`src/sv/kda_pkg.sv`:
```
// ---------------------------------------------------------------------------
// kda_pkg
// Shared types, constants and helpers for the keypad debounce/auto-repeat block.
// ---------------------------------------------------------------------------
`default_nettype none

package kda_pkg;

  localparam int ROWS       = 8;
  localparam int COLS       = 8;
  localparam int ROW_STRIDE = 8;
  localparam int MAP_W      = 64;
  localparam int CODE_W     = 6;
  localparam int TIME_W     = 32;
  localparam int CFG_W      = 16;
  localparam int CFG_ADDR_W = 2;
  localparam int OUT_CODE_W = 8;
  localparam int FIFO_DEPTH = 2;

  localparam logic [CFG_W-1:0] DEBOUNCE_RST = 16'd10;
  localparam logic [CFG_W-1:0] HOLD_RST     = 16'd500;
  localparam logic [CFG_W-1:0] REPEAT_RST   = 16'd100;
  localparam logic [OUT_CODE_W-1:0] KEY_NONE = 8'hff;

  typedef enum logic [CFG_ADDR_W-1:0] {
    REG_DEBOUNCE = 2'd0,
    REG_HOLD     = 2'd1,
    REG_REPEAT   = 2'd2
  } reg_idx_t;

  typedef enum logic [1:0] {
    PH_IDLE     = 2'd0,
    PH_DEBOUNCE = 2'd1,
    PH_PUSHED   = 2'd2,
    PH_HOLD     = 2'd3
  } phase_t;

  // classified scan handed from front to back
  typedef struct packed {
    logic              found;
    logic [CODE_W-1:0] code;
    logic [TIME_W-1:0] now_ms;
  } scan_t;

  // keys that exist in the matrix
  function automatic logic [MAP_W-1:0] key_mask();
    logic [MAP_W-1:0] m;
    m = '0;
    for (int r = 0; r < 8; r++) begin
      for (int c = 0; c < 8; c++) begin
        if (r < ROWS && c < COLS) begin
          m[r*ROW_STRIDE+c] = 1'b1;
        end
      end
    end
    return m;
  endfunction

  localparam logic [MAP_W-1:0] KEY_MASK = key_mask();

endpackage

`default_nettype wire

```
`src/sv/kda_front.sv`:
```
// ---------------------------------------------------------------------------
// kda_front
// Accepts scans, finds the lowest pressed in-matrix key, holds it for the queue.
// ---------------------------------------------------------------------------
`default_nettype none

module kda_front import kda_pkg::*; (
  input  wire logic              clk,
  input  wire logic              rst,
  input  wire logic              in_valid,
  output logic                   in_ready,
  input  wire logic [MAP_W-1:0]  key_map,
  input  wire logic [TIME_W-1:0] now_ms,
  output logic                   push,
  output scan_t                  push_entry,
  input  wire logic              full
);

  logic              stage_valid;
  scan_t             stage;
  logic [MAP_W-1:0]  masked;
  logic              found;
  logic [CODE_W-1:0] code;

  assign masked = key_map & KEY_MASK;

  // priority encoder, lowest index wins
  always_comb begin
    code = '0;
    for (int i = MAP_W - 1; i >= 0; i--) begin
      if (masked[i]) begin
        code = CODE_W'(i);
      end
    end
    found = |masked;
  end

  assign push       = stage_valid && !full;
  assign in_ready   = !stage_valid || !full;
  assign push_entry = stage;

  always_ff @(posedge clk) begin
    if (rst) begin
      stage_valid <= 1'b0;
    end else if (in_valid && in_ready) begin
      stage_valid <= 1'b1;
    end else if (push) begin
      stage_valid <= 1'b0;
    end
  end

  always_ff @(posedge clk) begin
    if (in_valid && in_ready) begin
      stage.found  <= found;
      stage.code   <= code;
      stage.now_ms <= now_ms;
    end
  end

endmodule

`default_nettype wire

```
`src/sv/kda_fifo.sv`:
```
// ---------------------------------------------------------------------------
// kda_fifo
// Short queue of classified scans between front and back.
// ---------------------------------------------------------------------------
`default_nettype none

module kda_fifo import kda_pkg::*; (
  input  wire logic  clk,
  input  wire logic  rst,
  input  wire logic  push,
  input  wire scan_t push_entry,
  input  wire logic  pop,
  output scan_t      head,
  output logic       not_empty,
  output logic       full
);

  localparam int PTR_W = (FIFO_DEPTH > 1) ? $clog2(FIFO_DEPTH) : 1;
  localparam int CNT_W = $clog2(FIFO_DEPTH + 1);
  localparam logic [PTR_W-1:0] LAST = PTR_W'(FIFO_DEPTH - 1);

  scan_t            entries [FIFO_DEPTH];
  logic [PTR_W-1:0] wr_ptr;
  logic [PTR_W-1:0] rd_ptr;
  logic [CNT_W-1:0] count;

  assign not_empty = (count != '0);
  assign full      = (count == CNT_W'(FIFO_DEPTH));
  assign head      = entries[rd_ptr];

  always_ff @(posedge clk) begin
    if (rst) begin
      wr_ptr <= '0;
      rd_ptr <= '0;
      count  <= '0;
    end else begin
      if (push) begin
        wr_ptr <= (wr_ptr == LAST) ? '0 : wr_ptr + 1'b1;
      end
      if (pop) begin
        rd_ptr <= (rd_ptr == LAST) ? '0 : rd_ptr + 1'b1;
      end
      if (push && !pop) begin
        count <= count + 1'b1;
      end else if (pop && !push) begin
        count <= count - 1'b1;
      end
    end
  end

  always_ff @(posedge clk) begin
    if (push) begin
      entries[wr_ptr] <= push_entry;
    end
  end

endmodule

`default_nettype wire

```
`src/sv/kda_back.sv`:
```
// ---------------------------------------------------------------------------
// kda_back
// Phase machine: debounce, first report, hold delay and auto-repeat.
// ---------------------------------------------------------------------------
`default_nettype none

module kda_back import kda_pkg::*; (
  input  wire logic                  clk,
  input  wire logic                  rst,
  input  wire logic                  cfg_we,
  input  wire logic [CFG_ADDR_W-1:0] cfg_addr,
  input  wire logic [CFG_W-1:0]      cfg_data,
  input  wire scan_t                 head,
  input  wire logic                  head_valid,
  output logic                       pop,
  output logic                       out_valid,
  input  wire logic                  out_ready,
  output logic                       key_event,
  output logic [OUT_CODE_W-1:0]      key_code
);

  logic [CFG_W-1:0]  debounce_ms;
  logic [CFG_W-1:0]  hold_delay_ms;
  logic [CFG_W-1:0]  repeat_ms;

  phase_t            phase;
  phase_t            phase_next;
  logic [CODE_W-1:0] tracked_key;
  logic [TIME_W-1:0] time_mark;

  logic [CFG_W-1:0]  limit;
  logic [TIME_W-1:0] elapsed;
  logic              due;
  logic              same_key;
  logic              report;
  logic              latch_key;

  always_ff @(posedge clk) begin
    if (rst) begin
      debounce_ms   <= DEBOUNCE_RST;
      hold_delay_ms <= HOLD_RST;
      repeat_ms     <= REPEAT_RST;
    end else if (cfg_we) begin
      case (cfg_addr)
        REG_DEBOUNCE: debounce_ms   <= cfg_data;
        REG_HOLD:     hold_delay_ms <= cfg_data;
        REG_REPEAT:   repeat_ms     <= cfg_data;
        default: begin
        end
      endcase
    end
  end

  assign pop = head_valid && (!out_valid || out_ready);

  always_comb begin
    case (phase)
      PH_DEBOUNCE: limit = debounce_ms;
      PH_PUSHED:   limit = hold_delay_ms;
      default:     limit = repeat_ms;
    endcase
  end

  // wrapping difference
  assign elapsed  = head.now_ms - time_mark;
  assign due      = elapsed >= {{(TIME_W-CFG_W){1'b0}}, limit};
  assign same_key = (head.code == tracked_key);

  always_comb begin
    phase_next = phase;
    if (!head.found) begin
      phase_next = PH_IDLE;
    end else if (phase == PH_IDLE) begin
      phase_next = PH_DEBOUNCE;
    end else if (!same_key) begin
      phase_next = PH_IDLE;
    end else if (due) begin
      phase_next = (phase == PH_DEBOUNCE) ? PH_PUSHED : PH_HOLD;
    end
  end

  always_comb begin
    latch_key = head.found && (phase == PH_IDLE);
    report    = head.found && (phase != PH_IDLE) && same_key && due;
  end

  always_ff @(posedge clk) begin
    if (rst) begin
      phase       <= PH_IDLE;
      tracked_key <= '0;
      time_mark   <= '0;
    end else if (pop) begin
      phase <= phase_next;
      if (latch_key) begin
        tracked_key <= head.code;
      end
      if (latch_key || report) begin
        time_mark <= head.now_ms;
      end
    end
  end

  always_ff @(posedge clk) begin
    if (rst) begin
      out_valid <= 1'b0;
    end else if (pop) begin
      out_valid <= 1'b1;
    end else if (out_ready) begin
      out_valid <= 1'b0;
    end
  end

  always_ff @(posedge clk) begin
    if (pop) begin
      key_event <= report;
      key_code  <= report ? {{(OUT_CODE_W-CODE_W){1'b0}}, tracked_key} : KEY_NONE;
    end
  end

endmodule

`default_nettype wire

```
`src/sv/keypad_debounce_autorepeat.sv`:
```
// ---------------------------------------------------------------------------
// keypad_debounce_autorepeat
// Debounce and auto-repeat for an 8x8 key matrix scan stream.
// ---------------------------------------------------------------------------
// Takes one matrix scan per cycle while s_tready is high and returns exactly one
// result per scan, in order. A scan passes a front register (lowest pressed key
// found by a priority encoder), a two-entry queue and the phase machine's
// output register, from which its result is offered on m_tvalid; with m_tready
// held high the block sustains one scan per cycle. With the output stalled the
// block holds four scans in all, output register included, before s_tready
// drops. Timing registers are written through the cfg port; the user must write
// them only while the stream is idle, as the block itself does not enforce it.
`default_nettype none

module keypad_debounce_autorepeat import kda_pkg::*; (
  input  wire logic                  clk,
  input  wire logic                  rst,
  input  wire logic                  cfg_we,
  input  wire logic [CFG_ADDR_W-1:0] cfg_addr,
  input  wire logic [CFG_W-1:0]      cfg_data,
  input  wire logic                  s_tvalid,
  output logic                       s_tready,
  input  wire logic [95:0]           s_tdata,   // key_map[63:0], now_ms[95:64]
  output logic                       m_tvalid,
  input  wire logic                  m_tready,
  output logic [7:0]                 m_tdata,   // key_code[7:0]
  output logic                       m_tuser    // key_event[0]
);

  logic  push;
  scan_t push_entry;
  logic  full;
  logic  pop;
  scan_t head;
  logic  not_empty;

  kda_front u_front (
    .clk        (clk),
    .rst        (rst),
    .in_valid   (s_tvalid),
    .in_ready   (s_tready),
    .key_map    (s_tdata[MAP_W-1:0]),
    .now_ms     (s_tdata[MAP_W+TIME_W-1:MAP_W]),
    .push       (push),
    .push_entry (push_entry),
    .full       (full)
  );

  kda_fifo u_fifo (
    .clk        (clk),
    .rst        (rst),
    .push       (push),
    .push_entry (push_entry),
    .pop        (pop),
    .head       (head),
    .not_empty  (not_empty),
    .full       (full)
  );

  kda_back u_back (
    .clk        (clk),
    .rst        (rst),
    .cfg_we     (cfg_we),
    .cfg_addr   (cfg_addr),
    .cfg_data   (cfg_data),
    .head       (head),
    .head_valid (not_empty),
    .pop        (pop),
    .out_valid  (m_tvalid),
    .out_ready  (m_tready),
    .key_event  (m_tuser),
    .key_code   (m_tdata)
  );

endmodule

`default_nettype wire

```
`config.mk`:
```
export PLATFORM = sky130hd
export DESIGN_NAME = keypad_debounce_autorepeat
export DESIGN_NICKNAME = d
export VERILOG_FILES = /design/src/sv/kda_pkg.sv /design/src/sv/kda_front.sv /design/src/sv/kda_fifo.sv /design/src/sv/kda_back.sv /design/src/sv/keypad_debounce_autorepeat.sv
export SDC_FILE = /design/constraint.sdc
export NUM_CORES = 1
export LEC_CHECK = 0
export BUFFER_PORTS_ARGS = -buffer_cell sky130_fd_sc_hd__buf_4
export CORE_MARGIN = 1
export CORE_UTILIZATION = 54
export CTS_BUF_LIST = sky130_fd_sc_hd__clkbuf_4 sky130_fd_sc_hd__clkbuf_8 sky130_fd_sc_hd__clkbuf_16
export DETAILED_ROUTE_END_ITERATION = 8
export PLACE_DENSITY = 0.74
export SYNTH_ARGS = -nofsm -noshare
export SYNTH_HDL_FRONTEND = slang
export SYNTH_SLANG_ARGS = --single-unit
export TNS_END_PERCENT = 30
```
`constraint.sdc`:
```
create_clock -name clk -period 7.5 [get_ports clk]
set_input_delay 0.75 -clock clk [delete_from_list [all_inputs] [get_ports clk]]
set_output_delay 0.75 -clock clk [all_outputs]
set_load 0.02 [all_outputs]
```
Word level (Yosys, flattened, before mapping) --
Memory sizes are Yosys's and may differ from the RTL's. A register that Yosys moved wholly into a read port is not among the register bits. Index checks and enable logic that the tools add are counted.
Operators by class: order comparisons 1, reductions and logical operators 36, muxes and demuxes 82, equal/unequal tests 7, add/subtract/negate cells 5
Operator list (number):
- two-way mux 6 bit | 32
- two-way mux 5 bit | 16
- OR reduction 64 bit | 1
- >= comparator 32 x 16 -> 1 bit | 1
- two-way mux 4 bit | 8
- case mux 16 bit (2 select lines) | 1
- OR reduction 32 bit | 1
- subtractor 32 bit | 1
- two-way mux 2 bit | 8
- OR reduction 16 bit | 1
- two-way mux 1 bit | 12
- two-way mux 3 bit | 4
- AND reduction 2 bit | 6
- nonzero test 2 bit | 5
- logical AND 1 bit | 9
- two-way mux 8 bit | 1
- OR reduction 8 bit | 1
- == test 2 bit (second input constant) | 3
- == test 6 bit | 1
- zero test 1 bit | 5
- == test 2 x 1 -> 1 bit (second input constant) | 2
- zero test 2 bit | 2
- != test 4 bit (second input constant) | 1
- OR reduction 4 bit | 1
- 5 further kinds | 8
Word-level totals: bits in writable memories 78, bits of input ports 119, memories kept 1, bits in registers 142, word-level logic and storage cells 154
Memories:
- u_fifo.entries | depth 2, bits a word 39, rd ports 1, clocked after Yosys merged registers in 1, write ports 1, line kda_fifo.sv:22 | scan_t entries [FIFO_DEPTH];

Logic depth before layout (Yosys ltp) --
Gate-level depths: netlist of the first run.
depth after elaboration 63, gate-level depth with buffers 27, gate-level depth less buffers 23

Hierarchy --
From an unflattened synthesis of the first run, not the netlist that was laid out.
Second synthesis, totals: cell total of the unflattened synthesis 1283, area total of the unflattened synthesis 12011.5 sq um
Modules (own cells, without submodules):
- kda_back | cells an instance 947, area an instance 6922.9 sq um, seq. area each 2021.9 sq um, instances 1
- kda_fifo | cells an instance 143, area an instance 3020.4 sq um, seq. area each 2442.3 sq um, instances 1
- kda_front | cells an instance 193, area an instance 2068.2 sq um, seq. area each 1191.1 sq um, instances 1

Least setup slack after synthesis of the first run --
Ideal clock, no wire load.
path type register to register, start register (tool-made name), end register u_back.time_mark[0], arrival 5909 ps, cell stages (with the launch flop) 27, setup slack 1509 ps, buffers on the path 5, library setup time 81 ps, clock period less this slack 5991 ps, path through dfxtp_1 > buf_1 > buf_1 > mux2i_1 > inv_1 > ha_1 > nor2b_1 > o31a_1 > o21a_1 > a21oi_1 > o21ai_0 > a21o_1 > a21oi_1 > xnor2_1 > ha_1 > a2111oi_0 > nand3_1 > nor4_1 > nand3_1 > nor4b_1 > nand4_1 > or4b_1 > buf_2 > and2_1 > buf_6 > buf_6 > a211oi_2
RTL lines:
- to (signal assigned) | line kda_back.sv:98 | time_mark <= head.now_ms;
- to (decl) | line kda_back.sv:29 | logic [TIME_W-1:0] time_mark;

==> summary.txt, run 1 <==
Initial Utilization -> 54.9%
Initial antenna violation count -> 0
Setup WS post-layout -> 0.868 ns
Total wire length -> 26000 um
Setup violators final -> 0
Status -> finished clean
CP peak stage delay -> 0.71 ns
Post-route ant nets -> 0
DR vias -> 9125
Setup CP Type -> register to register
#FFs+latches synth -> 220
Largest net degree at the start of global routing -> 98
Worst min path class -> primary input to register
Max Root-Sink Buffers -> 3
Synth Warn # -> 0
IO buf count -> 129
Vias per std cell -> 5.78
Row cnt -> 53
Unique masters post-synth -> 69
Initial DRC count -> 589
Most used flip-flop cell after synthesis -> edfxtp_1
Clock group share of total power -> 26.4%
Post-DP HPWL -> 18600 um
Mapped cell area -> 11500 sq um
Nets -> 1457
Final Hold Fails -> 0
CP most frequent cell -> a21oi_1
Async SR Flop Fraction -> 0%
Top achievable clock speed -> 151 MHz
Tcrit/Tclk final -> 88.4%
DR WL/cell -> 16.5 um
# DRC -> 0
Post-synth top cells -> 144 x nand2_1, 134 x a21oi_1, 125 x edfxtp_1
Net Sw Frac -> 37.3%
Worst Path Arrival -> 7.05 ns
Total GRT Usage -> 23.5%
Cell count after synthesis -> 1180
First drt pass iteration count -> 5
Area contributors post-synth -> edfxtp_1 33%, dfxtp_1 17%, a21oi_1 5.8%
Seq pwr share -> 29.4%
Final GP Congestion -> 0.929
N_diodes -> 0
Max VDD drop -> 0.000260 V
Worst slack, placed -> 0.970 ns
Combinational power share -> 44.1%
H-tree Lvls -> 1
Critical Path RT -> 7.91 ns
Slew Limit Fails -> 0
Max cap viols -> 0
P_leak -> 5.03 nW
Global-route wire length before repair -> 42000 um
Fin cells -> 1579
Core area -> 21000 sq um
Max Clock Skew -> 0.0148 ns
Net Count, Synth -> 1351
CTS root buf -> clkbuf_16
Placed cell count -> 1535
NetSw -> 1.93 mW
Share of layout cells above drive strength 1 -> 17.3%
Pwr dens -> 382 nW/um^2
Critical-path maximum fanout -> 33
Sequential area share after synthesis -> 49.1%
Count leader, synth -> nand2_1
Gr ovfl total -> 0
Top cell type's share of synthesized area -> 32.6%
WP buf/inv -> 3
Rel. slew slack -> 21.6%
Startpoint Class -> register
Vias in the first global route -> 8479
Crit. End Element -> register
Clock slew at reported path FFs -> 0.06 ns
Largest delay share family, worst path -> compound AO/OA/AOI/OAI gates
Post-CTS sizing -> 0
Die height -> 148 um
Die width -> 148 um
Tmin final -> 6.63 ns
I/O Pins -> 130
Setup TNS -> 0 ns
CTS Buf Count -> 24
RSZ-0062 raised after global routing -> no
Worst slew pin tran -> 1.18 ns
Internal power -> 3.25 mW
Post-synth EDFFs -> 125
Hold Slack -> 0.403 ns
Clock sinks -> 220
Avg Inst Size Synth -> 9.76 sq um
Area Growth Syn to Fin -> 17.9%
Worst skew pair latency -> 0.52 ns
Area leader, netlist -> edfxtp_1
CTS tree -> done
Critical-path cell with the highest stage delay -> dfxtp_2
Total power -> 5.18 mW
Hold Buf Count CTS -> 0
Post-CTS setup buffer count -> 0
Die ar. -> 21900 sq um
## state kept, by name, indices dropped and copies added, names as in the netlist, named ones only
name	cells
u_back.hold_delay_ms	16
u_back.repeat_ms	16
u_back.phase	2
u_fifo.entries	78
u_back.tracked_key	6
u_front.push_entry	39
u_fifo.rd_ptr	1
u_front.stage_valid	1
u_back.debounce_ms	16
u_back.out_valid	1
u_fifo.count	2
u_back.key_event	1
u_fifo.wr_ptr	1
u_back.time_mark	32
u_back.key_code	7
## layout make-up
| type | count | area [sq um] |
|---|---|---|
| inverter | 93 | 349 |
| clock buffer | 27 | 641 |
| sequential | 220 | 5660 |
| multi-input combinational | 811 | 5260 |
| timing repair buffer | 136 | 1020 |
| fill | 1699 | 7380 |
| clock inverter | 17 | 298 |
| tap | 275 | 344 |
## power by group through the flow
stage	clock, mW	sequential, mW	combinational [mW]
floorplan	0	1.52	1.74
global placement	0	1.54	2.21
detailed placement	0	1.55	2.24
CTS	1.39	1.53	2.27
global route	1.44	1.54	2.53
finish	1.37	1.53	2.29
## worst register-to-register path, delay by kind of cell (launching register included)
family | cells | cell delay, ns
compound gates | 9 | 2.23
simple gates | 8 | 1.54
fa+ha+maj | 3 | 0.98
flops | 1 | 0.71
buf+inv | 3 | 0.62
mux | 1 | 0.36
xor+xnor | 1 | 0.09
## placed cells by master (no fill, tap or decap), types with 5 or more instances in the layout
cell type	instances
nand2_1	144
buf_4	136
a21oi_1	133
edfxtp_1	125
dfxtp_1	94
inv_1	93
nor2_1	76
ha_1	51
o21ai_0	45
mux2i_1	41
a211oi_2	30
nor3_1	28
clkbuf_16	25
nand3_1	20
nor4_1	19
a22oi_1	17
nand3b_1	15
xnor2_1	14
a21o_1	13
nand2b_1	11
xor2_1	11
o21a_1	11
a211oi_1	11
or3_1	10
nor2b_1	8
o211ai_1	8
bufinv_16	8
a2111oi_0	6
a31oi_1	5
or4_1	5
## metrics by stage
step	instance area (sq um)	utilization, %
3_5_place_dp	12600	60.3
6_report	13600	64.8
3_3_place_gp	12600	60.3
2_1_floorplan	11500	-
5_1_grt	13600	64.8
4_1_cts	13600	64.8
## routing by layer
layer,share of wire [%],wire length (um),global-route usage [%],vias up
met4,2.0,530,6.75,0
met5,0,0,0,-
met1,46,12000,33.4,4253
li1,-,-,-,4493
met3,6.0,1560,3.55,47
met2,46,11900,37.3,332
## final timing paths
check / endpoint / slack [ns] / start / cells after the start
max: u_back.time_mark[15] / 0.87 / register / 25
min: u_front.push_entry[27] / 0.40 / s_tdata[91] / 1
max reg2reg: u_back.time_mark[15] / 0.87 / register / 25
min reg2reg: u_fifo.entries[1][4] / 0.44 / u_front.push_entry[4] / 0
## logic make-up after synthesis
kind of cell,count (synthesis),share of synthesized area [%]
buffers and inverters,149,5.28
XOR/XNOR,25,1.90
adder cells (fa/ha/maj),52,5.72
AO/OA/AOI/OAI,328,19.4
flip-flops,220,49.1
AND/OR/NAND/NOR,363,14.8
multiplexers,43,3.76
No activity file was read; power rests on OpenSTA's default activity.
==> inputs of run 2 (changes only) <==
- CORE_UTILIZATION: 54 -> 40
- PLACE_DENSITY: 0.74 -> default
==> run 2 against run 1 <==
Via count shrank 2.0%. Cell count is 6.5% higher. Setup slack better by 0.33 ns. Cell area grew 0.48%. Sequential power barely moved. Die area up 34%. Critical path type unchanged. Worst hold slack better by 0.0018 ns. Routed wire length up 1.7%. Maximum frequency up 5.3%. Non-clock buffer count decreased by 1.
==> summary.txt, run 2 (same netlist as run 1, synthesis figures left out) <==
Die width -> 172 um
RSZ-0062 raised after global routing -> no
Initial Utilization -> 41.0%
IO buf count -> 129
Met1 wire length -> 12900 um
Status -> finished clean
DR vias -> 8943
Core area -> 28100 sq um
Area Growth Syn to Fin -> 18.4%
Vias in the first global route -> 8551
Max Root-Sink Buffers -> 3
Fin cells -> 1681
Crit. End Element -> register
Worst skew pair latency -> 0.52 ns
H-tree Lvls -> 1
Clock sinks -> 220
Worst Path Arrival -> 6.74 ns
Die height -> 172 um
Post-route ant nets -> 0
Max VDD drop -> 0.000180 V
Highest metal used -> met4
FF-to-FF End -> u_back.time_mark[7]
I/O Pins -> 130
Commonest non-fill, non-tap cell in the layout -> nand2_1
Top achievable clock speed -> 159 MHz
Met3 wire len -> 1490 um
Worst min path class -> primary input to register
CTS Buf Count -> 24
Die ar. -> 29500 sq um
Largest net degree at the start of global routing -> 55
Clock slew at reported path FFs -> 0.06 ns
Total GRT Usage -> 18.2%
Hold Buf Count CTS -> 0
Pwr dens -> 374 nW/um^2
Initial antenna violation count -> 0
Setup TNS -> 0 ns
Reg2Reg Setup Slack -> 1.20 ns
DR WL/cell -> 15.7 um
Critical-path maximum fanout -> 33
Hold Path Depth -> 1
Worst slew pin tran -> 1.12 ns
Tcrit/Tclk final -> 84.0%
Hold path startpoint -> s_tdata[72]
Post-DP HPWL -> 19100 um
R2R depth -> 23
Tmin final -> 6.30 ns
CTS tree -> done
Gr ovfl total -> 0
Vias per std cell -> 5.32
P_leak -> 4.99 nW
Initial DRC count -> 576
Final Hold Fails -> 0
Placed cell count -> 1637
Final GP Congestion -> 0.875
Global-route wire length before repair -> 43400 um
Setup violators final -> 0
Row cnt -> 61
Startpoint Class -> register
Most frequent cells in the layout -> 144 x nand2_1, 135 x buf_4, 133 x a21oi_1
Share of layout cells above drive strength 1 -> 17.5%
Total wire length -> 26400 um
Max Clock Skew -> 0.0145 ns
CTS root buf -> clkbuf_16
Setup CP Type -> register to register
Slew Limit Fails -> 0
First drt pass iteration count -> 5
Critical Path RT -> 7.94 ns
Rel. slew slack -> 24.9%
WL met2 -> 11600 um
Nets -> 1456
N_diodes -> 0
Post-CTS setup buffer count -> 0
Post-CTS sizing -> 0
Top reg by flops -> u_fifo.entries
Max cap viols -> 0
Largest register FFs -> 78
# DRC -> 0
Worst Hold Path EP -> u_front.push_entry[8]
## run 2: changes by cell type in the layout (fill, tap and decap cells not counted), sizes merged
| cell | delta |
|---|---|
| buf | -1 |
| inv | -2 |
| clkbuf | +6 |
| clkinvlp | +1 |
| bufinv | -5 |
## run 2: where the power goes
| part | internal, mW | leakage, nW | total, mW | switching, mW |
|---|---|---|---|---|
| combinational | 0.923 | 2.64 | 2.30 | 1.38 |
| sequential | 1.44 | 1.92 | 1.52 | 0.0873 |
| clock | 0.788 | 0.432 | 1.27 | 0.486 |
## run 2: worst max path at each step
stage / startpoint / to / slack (ns) / depth (start not counted)
floorplan: register / u_back.time_mark[0] / 1.51 / 26
global placement: register / u_back.phase[0] / 1.38 / 23
detailed placement: register / u_back.phase[0] / 1.27 / 23
CTS: register / u_back.time_mark[14] / 1.20 / 23
global route: register / u_back.time_mark[14] / 0.66 / 23
finish: register / u_back.time_mark[7] / 1.20 / 23
## run 2: cell type report
| class | instances | area (sq um) |
|---|---|---|
| Sequential cell | 220 | 5660 |
| Clock inverter | 11 | 154 |
| Inverter | 93 | 349 |
| Clock buffer | 33 | 727 |
| Fill cell | 2717 | 14400 |
| Tap cell | 378 | 473 |
| Multi-Input combinational cell | 811 | 5270 |
| Timing Repair Buffer | 135 | 1010 |
## run 2: worst max-delay path, stage by stage, from the launching register on
cell and delay (ns):
dfxtp_2 0.70, mux2i_1 0.34, inv_1 0.12, ha_1 0.30
nor2b_1 0.14, o31a_1 0.27, o21a_1 0.27, a21oi_1 0.25
o21ai_0 0.18, a21o_1 0.21, a21oi_1 0.17, xnor2_1 0.09
ha_1 0.21, a2111oi_0 0.38, nand3_1 0.14, nor4_1 0.30
nand3_1 0.13, nor4b_1 0.27, nand4_1 0.16, or4b_1 0.51
buf_4 0.26, and2_1 0.18, buf_4 0.29, a211oi_2 0.28
## run 2: through the flow
stage / area [sq um] / setup WS (ns) / utilization, % / power [mW] / hold WS, ns
6_report: 13600 / 1.20 / 48.6 / 5.10 / 0.405
5_1_grt: 13600 / 0.662 / 48.6 / 5.47 / 0.380
4_1_cts: 13600 / 1.20 / 48.6 / 5.13 / 0.375
3_5_place_dp: 12800 / 1.27 / 45.4 / 3.83 / 0.430
3_3_place_gp: 12800 / 1.38 / 45.4 / 3.81 / 0.424
2_1_floorplan: 11500 / 1.51 / - / 3.25 / 0.421
## run 2: metal layers
metal,vias to the layer above,track usage (%)
li1,4492,-
met1,4161,26.0
met2,261,28.7
met3,29,2.97
met4,0,4.08
met5,-,0
==> inputs of run 3 (changes only) <==
- clock period: 7.5 -> 5.88 ns (I/O delays scaled with it)
==> run 3 against run 2 <==
Setup slack worse by 0.80 ns. Combinational power is 31% higher. First-iteration DRC count is 4.7% lower. Critical path depth stayed put. Via count is 0.40% lower. Sequential cell count stayed put. Clock power is 14% higher. Cell area is 0.21% higher. Non-clock buffer count is 5 higher. Power is 25% higher. Critical endpoint is now u_back.time_mark[14].
==> summary.txt, run 3 (same netlist as run 1, synthesis figures left out) <==
Status -> finished clean
Clock group share of total power -> 22.6%
Total wire length -> 26000 um
Combinational power share -> 47.3%
Clock slew at reported path FFs -> 0.06 ns
Nets -> 1461
Clock sinks -> 220
Max Root-Sink Buffers -> 3
Internal power -> 3.91 mW
Global-route wire length before repair -> 42900 um
Area Growth Syn to Fin -> 18.7%
Met3 wire len -> 1300 um
Setup TNS -> 0 ns
Tmin final -> 5.47 ns
CTS root buf -> clkbuf_16
Initial antenna violation count -> 0
Most frequent cells in the layout -> 144 x nand2_1, 137 x buf_4, 131 x a21oi_1
Final GP Congestion -> 0.903
NetSw -> 2.48 mW
RSZ-0062 raised after global routing -> no
IO buf count -> 129
Met1 wire length -> 13100 um
I/O Pins -> 130
# DRC -> 0
Top reg by flops -> u_fifo.entries
Tcrit/Tclk final -> 93.1%
Setup crit end -> u_back.time_mark[14]
Rel. slew slack -> 35.9%
Worst min path class -> primary input to register
Setup violators final -> 0
Largest register FFs -> 78
Row cnt -> 61
P_leak -> 5.00 nW
Core area -> 28100 sq um
Die ar. -> 29500 sq um
Vias in the first global route -> 8404
R2R depth -> 23
Post-DP HPWL -> 18800 um
Commonest non-fill, non-tap cell in the layout -> nand2_1
Top achievable clock speed -> 183 MHz
Max VDD drop -> 0.000262 V
DR vias -> 8907
DR WL/cell -> 15.4 um
Final Cell Area -> 13700 sq um
Register area -> 5660 sq um
Share of layout cells above drive strength 1 -> 18.6%
Gr ovfl total -> 0
Initial Utilization -> 41.0%
Post-CTS setup buffer count -> 0
Critical-path maximum fanout -> 28
Initial DRC count -> 549
Largest net degree at the start of global routing -> 60
Die width -> 172 um
FF-to-FF End -> u_back.time_mark[14]
CTS tree -> done
WL met2 -> 11200 um
Reg2Reg Setup Slack -> 0.41 ns
Final Hold Fails -> 0
Crit. End Element -> register
CTS Buf Count -> 24
Fill count -> 2641
Vias per std cell -> 5.29
Post-route ant nets -> 0
Startpoint Class -> register
Worst Path Arrival -> 5.89 ns
Critical Path RT -> 6.30 ns
Slew Limit Fails -> 0
Post-placement cell area -> 12800 sq um
Total GRT Usage -> 18.0%
Worst skew pair latency -> 0.52 ns
Setup CP Type -> register to register
Area of the multi-input gates -> 5340 sq um
Max Clock Skew -> 0.0222 ns
N_diodes -> 0
Max cap viols -> 0
Highest metal used -> met4
First drt pass iteration count -> 5
Pwr dens -> 467 nW/um^2
H-tree Lvls -> 1
Seq pwr share -> 30.1%
Net Sw Frac -> 38.8%
Die height -> 172 um
Worst slew pin tran -> 0.962 ns
-- run 3: cell count changes in the layout (fill, tap and decap cells not counted), sizes merged --
cell / delta
buf: +5
bufinv: -2
clkbuf: -3
clkinv: +3
clkinvlp: -2
inv: +3
-- run 3: how the worst min path moves through the flow --
| stage | to | startpoint | slack (ns) | cells past startpoint |
|---|---|---|---|---|
| after CTS | u_front.push_entry[7] | s_tdata[71] | 0.22 | 1 |
| final | u_front.push_entry[7] | s_tdata[71] | 0.25 | 1 |
| after global routing | u_front.push_entry[5] | s_tdata[69] | 0.23 | 1 |
| after detailed placement | u_fifo.entries[1][24] | u_front.push_entry[24] | 0.43 | 0 |
| after global placement | u_fifo.entries[0][37] | u_front.push_entry[37] | 0.42 | 0 |
| after floorplan | u_fifo.entries[0][0] | u_front.push_entry[0] | 0.42 | 0 |
-- run 3: metrics by stage --
step | total power [mW] | setup slack [ns] | util, % | cells | hold slack (ns)
after CTS | 6.36 | 0.160 | 48.4 | 1685 | 0.224
after floorplan | 4.15 | 0.0749 | - | 1180 | 0.421
after detailed placement | 4.89 | 0.197 | 45.6 | 1642 | 0.429
after global placement | 4.88 | 0.290 | 45.6 | 1642 | 0.422
after global routing | 6.89 | 0.0365 | 48.7 | 1685 | 0.225
final | 6.39 | 0.406 | 48.7 | 1685 | 0.247
-- run 3: final cells by class --
cell class | instances | area share (%)
clock buffers | 30 | 4.86
flip-flops and latches | 220 | 41.4
multi-input cells | 811 | 39.1
inverters | 93 | 2.55
repair buffers | 140 | 7.84
well taps | 378 | 3.46
clock inverters | 13 | 0.824
-- run 3: layer usage --
layer	up-vias	global-route usage, %
li1	4504	-
met1	4167	26.4
met3	26	2.42
met4	0	4.11
met5	-	0
met2	210	28.0
-- run 3: timing repair --
item | CTS | global route
endpoints found under the setup margin | 0 | 34
hold buffers | 0 | 0
resized for setup | 0 | 20
-- run 3: critical path: stages, from the launching register on --
cell and delay, ns:
dfxtp_2 0.38, buf_6 0.19, mux2i_2 0.26, inv_1 0.07, ha_1 0.36, o21a_1 0.20
o31a_1 0.14, o21a_1 0.24, a21oi_2 0.17, o21ai_0 0.15, a21o_1 0.20, a21oi_1 0.17
xnor2_1 0.09, ha_1 0.21, a2111oi_1 0.37, nand3_1 0.15, nor4_2 0.28, nand3_1 0.12
nor4b_2 0.22, nand4_1 0.14, or4b_1 0.56, and2_2 0.26, buf_12 0.19, a211oi_1 0.24
-- run 3: power groups by stage --
stage / combinational [mW] / sequential, mW / clock, mW
global route: 3.40 / 1.94 / 1.54
finish: 3.02 / 1.92 / 1.45
detailed placement: 2.94 / 1.95 / 0
CTS: 2.96 / 1.92 / 1.48
floorplan: 2.21 / 1.93 / 0
global placement: 2.94 / 1.95 / 0
